**config.mk**
```make
export PLATFORM = sky130hd
export DESIGN_NAME = set_assoc_word_cache_unit
export DESIGN_NICKNAME = d
export VERILOG_FILES = /design/src/rtl/sawc_pkg.sv /design/src/rtl/sawc_way_store.sv /design/src/rtl/sawc_lookup.sv /design/src/rtl/set_assoc_word_cache_unit.sv
export VERILOG_INCLUDE_DIRS = /design/src /design/src/rtl
export SDC_FILE = /design/constraint.sdc
export NUM_CORES = 2
export LEC_CHECK = 0
export BUFFER_PORTS_ARGS = -buffer_cell sky130_fd_sc_hd__buf_2
export CAP_MARGIN = 40
export CORE_ASPECT_RATIO = 1.5
export CORE_UTILIZATION = 55
export CTS_CLUSTER_SIZE = 28
export DETAILED_ROUTE_END_ITERATION = 6
export GPL_TIMING_DRIVEN = 0
export PLACE_DENSITY = 0.78
export SKIP_CTS_REPAIR_TIMING = 1
export SLEW_MARGIN = 20
export SYNTH_ARGS = -nofsm -noshare
export SYNTH_HDL_FRONTEND = slang
export SYNTH_SLANG_ARGS = --single-unit
```
**constraint.sdc**
```tcl
create_clock -name i_clk -period 12.85 [get_ports i_clk]
set_input_delay 0.6425 -clock i_clk [delete_from_list [all_inputs] [get_ports i_clk]]
set_output_delay 0.6425 -clock i_clk [all_outputs]
set_load 0.01 [all_outputs]
```
**src/rtl/assert_macros.svh**
```systemverilog
// ----------------------------------------------------------------------------
// Assertion macros
// Shared helpers for concurrent assertions in the cache RTL.
// ----------------------------------------------------------------------------
`ifndef ASSERT_MACROS_SVH
`define ASSERT_MACROS_SVH

`ifndef ASSERT_OFF

// Property checked on every rising edge while the synchronous reset is released.
`define ASSERT_CLK_RST(label, clk, rst_n, prop, msg) \
    label: assert property (@(posedge clk) disable iff (!rst_n) prop) else $error(msg);

// Property checked on every rising edge, reset included.
`define ASSERT_CLK(label, clk, prop, msg) \
    label: assert property (@(posedge clk) prop) else $error(msg);

`else

`define ASSERT_CLK_RST(label, clk, rst_n, prop, msg)
`define ASSERT_CLK(label, clk, prop, msg)

`endif

`endif

```
**src/rtl/sawc_pkg.sv**
```systemverilog
// ----------------------------------------------------------------------------
// Set-associative word cache package
// Widths, request codes and the lookup result type shared by the cache RTL.
// ----------------------------------------------------------------------------
package sawc_pkg;

    // Fixed field widths
    localparam int ADDR_W      = 32;
    localparam int WORD_W      = 32;
    localparam int CNT_W       = 32;
    localparam int OFFSET_BITS = 2;

    // Default geometry
    localparam int SET_BITS_DEF = 4;
    localparam int WAYS_DEF     = 4;

    // Stream payload widths
    localparam int S_DATA_W = ADDR_W + 2 * WORD_W;
    localparam int S_USER_W = 1;
    localparam int M_DATA_W = WORD_W + 2 * CNT_W;
    localparam int M_USER_W = 2;

    // Access kind carried in the slave tuser
    typedef enum logic {
        REQ_READ  = 1'b0,
        REQ_WRITE = 1'b1
    } t_req;

    // Decisions taken for one access by the lookup logic
    typedef struct packed {
        logic hit;
        logic fill;
        logic count_hit;
        logic count_miss;
    } t_lookup;

endpackage

```
**src/rtl/sawc_way_store.sv**
```systemverilog
// ----------------------------------------------------------------------------
// Cache way store
// Tag and word memory of one way, with a registered read and write forwarding.
// ----------------------------------------------------------------------------
module sawc_way_store #(
    parameter int SET_BITS = sawc_pkg::SET_BITS_DEF,
    parameter int TAG_W    = sawc_pkg::ADDR_W - sawc_pkg::OFFSET_BITS - sawc_pkg::SET_BITS_DEF
) (
    input  logic                        i_clk,
    input  logic                        i_rd_en,
    input  logic [SET_BITS-1:0]         i_rd_set,
    input  logic                        i_wr_en,
    input  logic [SET_BITS-1:0]         i_wr_set,
    input  logic [TAG_W-1:0]            i_wr_tag,
    input  logic [sawc_pkg::WORD_W-1:0] i_wr_word,
    output logic [TAG_W-1:0]            o_tag,
    output logic [sawc_pkg::WORD_W-1:0] o_word
);
    import sawc_pkg::*;

    localparam int NUM_SETS = 1 << SET_BITS;

    logic [TAG_W-1:0]  r_tag_mem  [NUM_SETS];
    logic [WORD_W-1:0] r_word_mem [NUM_SETS];
    logic [TAG_W-1:0]  r_tag;
    logic [WORD_W-1:0] r_word;

    // Write port: one line per cycle.
    always_ff @(posedge i_clk) begin
        if (i_wr_en) begin
            r_tag_mem[i_wr_set]  <= i_wr_tag;
            r_word_mem[i_wr_set] <= i_wr_word;
        end
    end

    // Read port: a line written at the same edge is forwarded to the reader.
    always_ff @(posedge i_clk) begin
        if (i_rd_en) begin
            if (i_wr_en && (i_wr_set == i_rd_set)) begin
                r_tag  <= i_wr_tag;
                r_word <= i_wr_word;
            end else begin
                r_tag  <= r_tag_mem[i_rd_set];
                r_word <= r_word_mem[i_rd_set];
            end
        end
    end

    assign o_tag  = r_tag;
    assign o_word = r_word;

endmodule

```
**src/rtl/sawc_lookup.sv**
```systemverilog
// ----------------------------------------------------------------------------
// Cache lookup
// Tag compare over all ways, hit way priority, victim choice and read data.
// ----------------------------------------------------------------------------
module sawc_lookup #(
    parameter int WAYS     = sawc_pkg::WAYS_DEF,
    parameter int TAG_W    = sawc_pkg::ADDR_W - sawc_pkg::OFFSET_BITS - sawc_pkg::SET_BITS_DEF,
    parameter int WAY_BITS = $clog2(sawc_pkg::WAYS_DEF)
) (
    input  sawc_pkg::t_req              i_req,
    input  logic [TAG_W-1:0]            i_tag,
    input  logic [sawc_pkg::WORD_W-1:0] i_write_data,
    input  logic [sawc_pkg::WORD_W-1:0] i_mem_data,
    input  logic [WAYS-1:0]             i_valid,
    input  logic [TAG_W-1:0]            i_way_tag  [WAYS],
    input  logic [sawc_pkg::WORD_W-1:0] i_way_word [WAYS],
    input  logic [WAY_BITS-1:0]         i_victim_base,
    output sawc_pkg::t_lookup           o_res,
    output logic [WAY_BITS-1:0]         o_way,
    output logic [WAY_BITS-1:0]         o_victim_next,
    output logic [sawc_pkg::WORD_W-1:0] o_line_word,
    output logic [sawc_pkg::WORD_W-1:0] o_read_data
);
    import sawc_pkg::*;

    logic [WAYS-1:0]     match;
    logic [WAY_BITS-1:0] hit_way;
    logic                hit;
    logic                is_write;

    // Parallel tag compare against every valid way of the set.
    always_comb begin
        for (int w = 0; w < WAYS; w++) begin
            match[w] = i_valid[w] && (i_way_tag[w] == i_tag);
        end
    end

    // The lowest-numbered matching way wins.
    always_comb begin
        hit_way = '0;
        for (int w = WAYS - 1; w >= 0; w--) begin
            if (match[w]) begin
                hit_way = WAY_BITS'(w);
            end
        end
    end

    assign hit      = |match;
    assign is_write = (i_req == REQ_WRITE);

    // Round-robin pointer advanced by one, wrapping at the way count.
    assign o_victim_next = (i_victim_base == WAY_BITS'(WAYS - 1)) ? '0
                         : i_victim_base + WAY_BITS'(1);

    // Access decisions.
    always_comb begin
        o_res.hit        = hit;
        o_res.fill       = is_write || !hit;
        o_res.count_hit  = !is_write && hit;
        o_res.count_miss = !is_write && !hit;
    end

    // A write hit updates in place; a write miss uses the pointer as it stands
    // and a read miss uses it after the miss has been counted.
    assign o_way = hit      ? hit_way
                 : is_write ? i_victim_base
                 : o_victim_next;

    assign o_line_word = is_write ? i_write_data : i_mem_data;

    assign o_read_data = is_write ? '0
                       : hit      ? i_way_word[hit_way]
                       : i_mem_data;

endmodule

```
**src/rtl/set_assoc_word_cache_unit.sv**
```systemverilog
// ----------------------------------------------------------------------------
// Set-associative word cache unit
// Write-through cache of one word per line with round-robin replacement.
// ----------------------------------------------------------------------------
// Usage:
// Each slave transaction is one access: tuser carries the kind (read or
// write), tdata the address, the write word and the backing memory word.
// Each access gives exactly one master transaction with the read word, the
// hit and memory-write flags and the read hit and miss totals after it.
// The way memories are read as the access is accepted; the tag compare and
// the way selection happen in the next cycle, and the line update and the
// result register load take place as the access leaves the lookup stage.
// One access is taken every cycle while the master side does not stall, as
// the compare over all ways of the set is combinational.
// A stalled master side holds the result register; one more access may then
// wait in the lookup stage, after which tready falls until the result goes.
// Reset clears the line valid bits, both totals and the replacement pointer;
// no clearing pass is needed and an access can be taken right after reset.
// ----------------------------------------------------------------------------
`include "assert_macros.svh"

module set_assoc_word_cache_unit #(
    parameter int SET_BITS = sawc_pkg::SET_BITS_DEF,
    parameter int WAYS     = sawc_pkg::WAYS_DEF
) (
    input  logic                          i_clk,
    input  logic                          i_rst_n,
    // Slave side
    input  logic                          i_s_tvalid,
    output logic                          o_s_tready,
    // tdata: addr[31:0], write_data[63:32], mem_data[95:64]
    input  logic [sawc_pkg::S_DATA_W-1:0] i_s_tdata,
    // tuser: req_type[0]
    input  logic [sawc_pkg::S_USER_W-1:0] i_s_tuser,
    // Master side
    output logic                          o_m_tvalid,
    input  logic                          i_m_tready,
    // tdata: read_data[31:0], hit_total[63:32], miss_total[95:64]
    output logic [sawc_pkg::M_DATA_W-1:0] o_m_tdata,
    // tuser: was_hit[0], mem_write[1]
    output logic [sawc_pkg::M_USER_W-1:0] o_m_tuser
);
    import sawc_pkg::*;

    localparam int NUM_SETS = 1 << SET_BITS;
    localparam int TAG_W    = ADDR_W - OFFSET_BITS - SET_BITS;
    localparam int WAY_BITS = (WAYS > 1) ? $clog2(WAYS) : 1;

    // Lookup stage registers
    logic                r_s1_valid;
    t_req                r_s1_req;
    logic [ADDR_W-1:0]   r_s1_addr;
    logic [WORD_W-1:0]   r_s1_wdata;
    logic [WORD_W-1:0]   r_s1_mdata;

    // Line valid bits, totals and replacement pointer
    logic [NUM_SETS-1:0] r_valid [WAYS];
    logic [CNT_W-1:0]    r_hit_count;
    logic [CNT_W-1:0]    r_miss_count;
    logic [WAY_BITS-1:0] r_victim_base;
    logic [CNT_W-1:0]    n_hit_count;
    logic [CNT_W-1:0]    n_miss_count;

    // Result register
    logic                r_m_valid;
    logic [M_DATA_W-1:0] r_m_data;
    logic [M_USER_W-1:0] r_m_user;

    logic                s_accept;
    logic                s1_advance;
    logic [SET_BITS-1:0] rd_set;
    logic [SET_BITS-1:0] s1_set;
    logic [TAG_W-1:0]    s1_tag;
    logic [WAYS-1:0]     way_valid;
    logic [WAYS-1:0]     way_wr_en;
    logic [TAG_W-1:0]    way_tag  [WAYS];
    logic [WORD_W-1:0]   way_word [WAYS];

    t_lookup             lk_res;
    logic [WAY_BITS-1:0] lk_way;
    logic [WAY_BITS-1:0] lk_victim_next;
    logic [WORD_W-1:0]   lk_line_word;
    logic [WORD_W-1:0]   lk_read_data;

    // Handshake: the lookup stage moves on whenever the result register frees up.
    assign s1_advance = r_s1_valid && (!r_m_valid || i_m_tready);
    assign o_s_tready = !r_s1_valid || s1_advance;
    assign s_accept   = i_s_tvalid && o_s_tready;

    assign rd_set = i_s_tdata[OFFSET_BITS +: SET_BITS];
    assign s1_set = r_s1_addr[OFFSET_BITS +: SET_BITS];
    assign s1_tag = r_s1_addr[ADDR_W-1 -: TAG_W];

    // Lookup stage input register.
    always_ff @(posedge i_clk) begin
        if (!i_rst_n) begin
            r_s1_valid <= 1'b0;
        end else if (s_accept) begin
            r_s1_valid <= 1'b1;
        end else if (s1_advance) begin
            r_s1_valid <= 1'b0;
        end
    end

    always_ff @(posedge i_clk) begin
        if (s_accept) begin
            r_s1_req   <= t_req'(i_s_tuser[0]);
            r_s1_addr  <= i_s_tdata[ADDR_W-1:0];
            r_s1_wdata <= i_s_tdata[ADDR_W +: WORD_W];
            r_s1_mdata <= i_s_tdata[ADDR_W + WORD_W +: WORD_W];
        end
    end

    // Way memories, read as the access is accepted.
    for (genvar w = 0; w < WAYS; w++) begin : g_way
        assign way_wr_en[w] = s1_advance && lk_res.fill && (lk_way == WAY_BITS'(w));
        assign way_valid[w] = r_valid[w][s1_set];

        sawc_way_store #(
            .SET_BITS (SET_BITS),
            .TAG_W    (TAG_W)
        ) u_way_store (
            .i_clk     (i_clk),
            .i_rd_en   (s_accept),
            .i_rd_set  (rd_set),
            .i_wr_en   (way_wr_en[w]),
            .i_wr_set  (s1_set),
            .i_wr_tag  (s1_tag),
            .i_wr_word (lk_line_word),
            .o_tag     (way_tag[w]),
            .o_word    (way_word[w])
        );
    end

    // Tag compare and way selection.
    sawc_lookup #(
        .WAYS     (WAYS),
        .TAG_W    (TAG_W),
        .WAY_BITS (WAY_BITS)
    ) u_lookup (
        .i_req         (r_s1_req),
        .i_tag         (s1_tag),
        .i_write_data  (r_s1_wdata),
        .i_mem_data    (r_s1_mdata),
        .i_valid       (way_valid),
        .i_way_tag     (way_tag),
        .i_way_word    (way_word),
        .i_victim_base (r_victim_base),
        .o_res         (lk_res),
        .o_way         (lk_way),
        .o_victim_next (lk_victim_next),
        .o_line_word   (lk_line_word),
        .o_read_data   (lk_read_data)
    );

    // Line valid bits: set when a way is filled.
    always_ff @(posedge i_clk) begin
        if (!i_rst_n) begin
            for (int w = 0; w < WAYS; w++) begin
                r_valid[w] <= '0;
            end
        end else begin
            for (int w = 0; w < WAYS; w++) begin
                if (way_wr_en[w]) begin
                    r_valid[w][s1_set] <= 1'b1;
                end
            end
        end
    end

    // Totals after this access.
    assign n_hit_count  = lk_res.count_hit  ? r_hit_count  + CNT_W'(1) : r_hit_count;
    assign n_miss_count = lk_res.count_miss ? r_miss_count + CNT_W'(1) : r_miss_count;

    // Totals and the pointer, which tracks their sum modulo the way count.
    always_ff @(posedge i_clk) begin
        if (!i_rst_n) begin
            r_hit_count   <= '0;
            r_miss_count  <= '0;
            r_victim_base <= '0;
        end else if (s1_advance) begin
            r_hit_count  <= n_hit_count;
            r_miss_count <= n_miss_count;
            if (lk_res.count_hit || lk_res.count_miss) begin
                r_victim_base <= lk_victim_next;
            end
        end
    end

    // Result register.
    always_ff @(posedge i_clk) begin
        if (!i_rst_n) begin
            r_m_valid <= 1'b0;
        end else if (s1_advance) begin
            r_m_valid <= 1'b1;
        end else if (i_m_tready) begin
            r_m_valid <= 1'b0;
        end
    end

    always_ff @(posedge i_clk) begin
        if (s1_advance) begin
            r_m_data <= {n_miss_count, n_hit_count, lk_read_data};
            r_m_user <= {(r_s1_req == REQ_WRITE), lk_res.hit};
        end
    end

    assign o_m_tvalid = r_m_valid;
    assign o_m_tdata  = r_m_data;
    assign o_m_tuser  = r_m_user;

    // Checks on the pipeline control and the line update.
    `ASSERT_CLK_RST(a_no_accept_when_blocked, i_clk, i_rst_n,
        (r_s1_valid && r_m_valid && !i_m_tready) |-> !o_s_tready,
        "access accepted while lookup stage is blocked")
    `ASSERT_CLK_RST(a_single_way_write, i_clk, i_rst_n, $onehot0(way_wr_en),
        "more than one way written for one access")
    `ASSERT_CLK_RST(a_totals_hold, i_clk, i_rst_n,
        !s1_advance |=> ($stable(r_hit_count) && $stable(r_miss_count)),
        "totals changed without an access")
    `ASSERT_CLK_RST(a_write_hits_way, i_clk, i_rst_n,
        (s1_advance && lk_res.hit && (r_s1_req == REQ_WRITE)) |=> r_m_user[0] && r_m_user[1],
        "write hit not reported")

endmodule

```
==> results by group <==
Detailed routing
  – Routed WL per cell: 41.94 um
  – DRT antenna net count: 0
  – Via count: between 80000 and 90000
  – Initial DRT Pass Iterations: 7
  – Wirelength, routed: between 500 and 600 mm
  – Initial DRC Count: about 15000
  – Residual DRC: 2
  – Via/cell ratio: between 7 and 8

Worst setup path
  – Worst path max stage delay: 0.81 ns
  – Setup CP Type: register to register
  – CP max FO: 19
  – Crit path DAT: slightly below 8 ns
  – Crit start category: register
  – Bufs and invs on worst path: 10
  – Critical Path RT: roughly 13 ns
  – Highest-delay cell along the critical path: edfxtp_1
  – Most used cell, CP: buf_8
  – Crit path capture type: register
  – CP delay by family, top: buffers and inverters
  – CP Cell Sequence: buf_8, buf_8, buf_8, clkbuf_1, xnor2_1, nand4_1, nor4_2, buf_4, nand3_2, o311ai_2, a32o_1, nand2b_1, clkbuf_1, buf_6, nor2_4, buf_16, buf_16, buf_12

Power
  – Power, Total: around 29000 uW
  – Pwr dens: approximately 150 nW/um^2
  – Leakage: 0.06130 uW
  – VDD IR-drop max: ~0.13 mV

Final layout
  – NumNets Final: roughly 8400
  – Syn-to-layout area delta: 17.51%
  – FF/Latch Area: roughly 130000 um^2
  – Area of the multi-input gates: ~37000 um^2
  – FILL cells: approximately 17000
  – Non-filler cells, final: around 13000
  – Layout cells sized above 1: roughly a third
  – Final Cell Area: 193500 um^2

Place
  – Placed Instances: around 12000
  – RD Place Congestion: ~0.97
  – DP Area: around 180000 um^2
  – DP HPWL: between 300 and 400 mm
  – IO Port Bufs: 197
  – Post-place setup slack: between 6 and 7 ns

STA
  – Worst Tran Pin Value: ~1.1 ns
  – RSZ-0062 raised after global routing: no
  – Final hold vios: 0
  – Setup Skew: around 0.07 ns
  – Hold_ws: ~0.045 ns
  – Final-report setup violation count: 0
  – Max-slew headroom: 28.51%
  – Final Max Slew Viols: 0
  – Setup slack after layout: 5.568 ns
  – Fmax: around 140 MHz
  – Tcrit/Tclk final: 56.67%
  – Min Tclk post-route: about 7.3 ns

Clock network
  – CTS tree: done
  – Sink Count: approximately 4300
  – H-tree levels: 5
  – Root buf cell: clkbuf_16
  – Worst-path clk slew: approximately 0.06 ns
  – Insertion delay to the later sink of the worst-skew pair: approximately 0.96 ns
  – Clock Path Buffers: 4
  – CTS buffer count: approximately 360

Outcome
  – Status: finished, violations left
  – Failing checks: design-rule violations

Floorplanning
  – Num ports: about 200
  – Die height: 672.2 um
  – Die Wd: 448.8 um
  – Core footprint: roughly 300000 um^2
  – Die area: 301700 um^2
  – Site Rows: approximately 250
  – Initial core utilization: a little under three fifths

Synth
  – Mapped cell area: roughly 160000 um^2
  – Syn Inst Count: slightly above 7000
  – Yosys cell types: 55
  – #FFs+latches synth: ~4300
  – Yosys top cell by area: edfxtp_1
  – Ys flop type: edfxtp_1
  – Fraction of registers with async set/reset: 0%
  – Commonest cells post-synth: 4153 x edfxtp_1, 1176 x mux4_2, 299 x clkbuf_1
  – Top-area cell type share of the netlist area: 75.73%
  – Warnings from Yosys: 0
  – EDFF count, synth: between 4000 and 5000
  – Post-synthesis average cell area: about 23 um^2
  – Sequential share of the synthesized area: a little under 80%
  – Most frequent cell after synthesis: edfxtp_1
  – Synth area leaders: edfxtp_1 76%, mux4_2 16%, dfxtp_1 1.4%
  – Syn_nets: 7301

Global routing
  – Tot GR Track Use: 34.73%
  – Antenna violations before repair: 42
  – First-pass GRT wire length: around 700 mm
  – Number of global-route vias before repair: ~89000
  – Pin count of the biggest net entering global routing: 69
  – Aggregate global routing overflow: 0

Hold path
  – Hold Crit Class: input pin to register

Job
  – Max cap viols: 0
==> through the flow <==
stage / util [%] / TNS [ns]
6_report: 65.08 / 0
5_1_grt: 65.04 / 0
4_1_cts: 64.53 / 0
3_5_place_dp: 60.42 / 0
3_3_place_gp: 57.38 / -3164.97
2_1_floorplan: - / 0
==> layout by cell type, fill, tap and decap left out, types with 40 or more instances in the layout <==
cell              n
o21ai_0          71
nor2b_1          40
a21oi_1          67
nand4_1          47
diode_2          70
nand2_1         133
bufinv_16        54
buf_8            86
dfxtp_1         116
nand3_1          64
buf_6           130
xnor2_1         170
edfxtp_1       4153
clkinv_1         62
xor2_1           51
nor2_1           86
buf_2           236
clkinv_2         63
clkbuf_16       374
buf_1            66
buf_12          182
dlygate4sd3_1    92
buf_16           90
clkbuf_1        311
and2_1           53
nor2_4           65
nor3_1           52
mux2_1           60
mux4_2         1176
mux2_2          153
==> logic make-up (layout without fill, tap and decap cells) <==
logic type,Yosys count,after routing,share of synthesized area (%)
muxes,1445,1445,17.94
DFF,4269,4269,77.14
other,0,70,0
xor gates and xnor gates,221,221,1.175
AOI/OAI and AO/OA,230,230,0.8798
adders and majority gates,3,3,0.02280
buffers and inverters,421,1855,1.024
and+or+nand+nor,608,608,1.817
==> final timing paths <==
kind	start	to	slack, ns	cells after the start
setup reg to reg	r_s1_addr[16]	g_way[0].u_way_store.r_tag_mem[14][13]	5.57	18
hold reg to reg	r_valid[0][2]	r_valid[0][2]	0.45	2
setup / recovery	r_s1_addr[16]	g_way[0].u_way_store.r_tag_mem[14][13]	5.57	18
hold / removal	i_s_tdata[31]	r_s1_addr[31]	0.05	1
==> registers in the layout (all words and copies together), names as in the netlist <==
name                          count
g_way.u_way_store.o_tag         104
g_way.u_way_store.o_word        128
g_way.u_way_store.r_tag_mem    1664
g_way.u_way_store.r_word_mem   2048
o_m_tdata                        96
o_m_tuser                         2
o_m_tvalid                        1
r_hit_count                      32
r_miss_count                     32
r_s1_addr                        30
r_s1_mdata                       32
r_s1_req                          1
r_s1_valid                        1
r_s1_wdata                       32
r_valid                          64
r_victim_base                     2
==> power breakdown <==
part           internal (uW)  switching (uW)
clock network           6460            5230
logic                    690            1110
registers              15500            95.3
total                  22600            6430
==> routing by layer <==
| layer | track usage, % | vias to the layer above | share of wire, % |
|---|---|---|---|
| met5 | 0.3029 | - | 0.012 |
| met4 | 31.14 | 8 | 11 |
| li1 | - | 32590 | - |
| met3 | 9.250 | 2446 | 12 |
| met1 | 37.64 | 45550 | 28 |
| met2 | 56.12 | 9095 | 48 |
==> layout make-up <==
class,count,area share [%]
clock buffers,429,4.969
flip-flops and latches,4269,65.64
multi-input cells,2507,18.93
clock inverters,225,1.349
diodes,70,0.09052
well taps,3952,2.555
plain buffers,411,0.8838
inverters,10,0.01940
repair buffers,780,5.562
(Power assumes the default switching activity.)
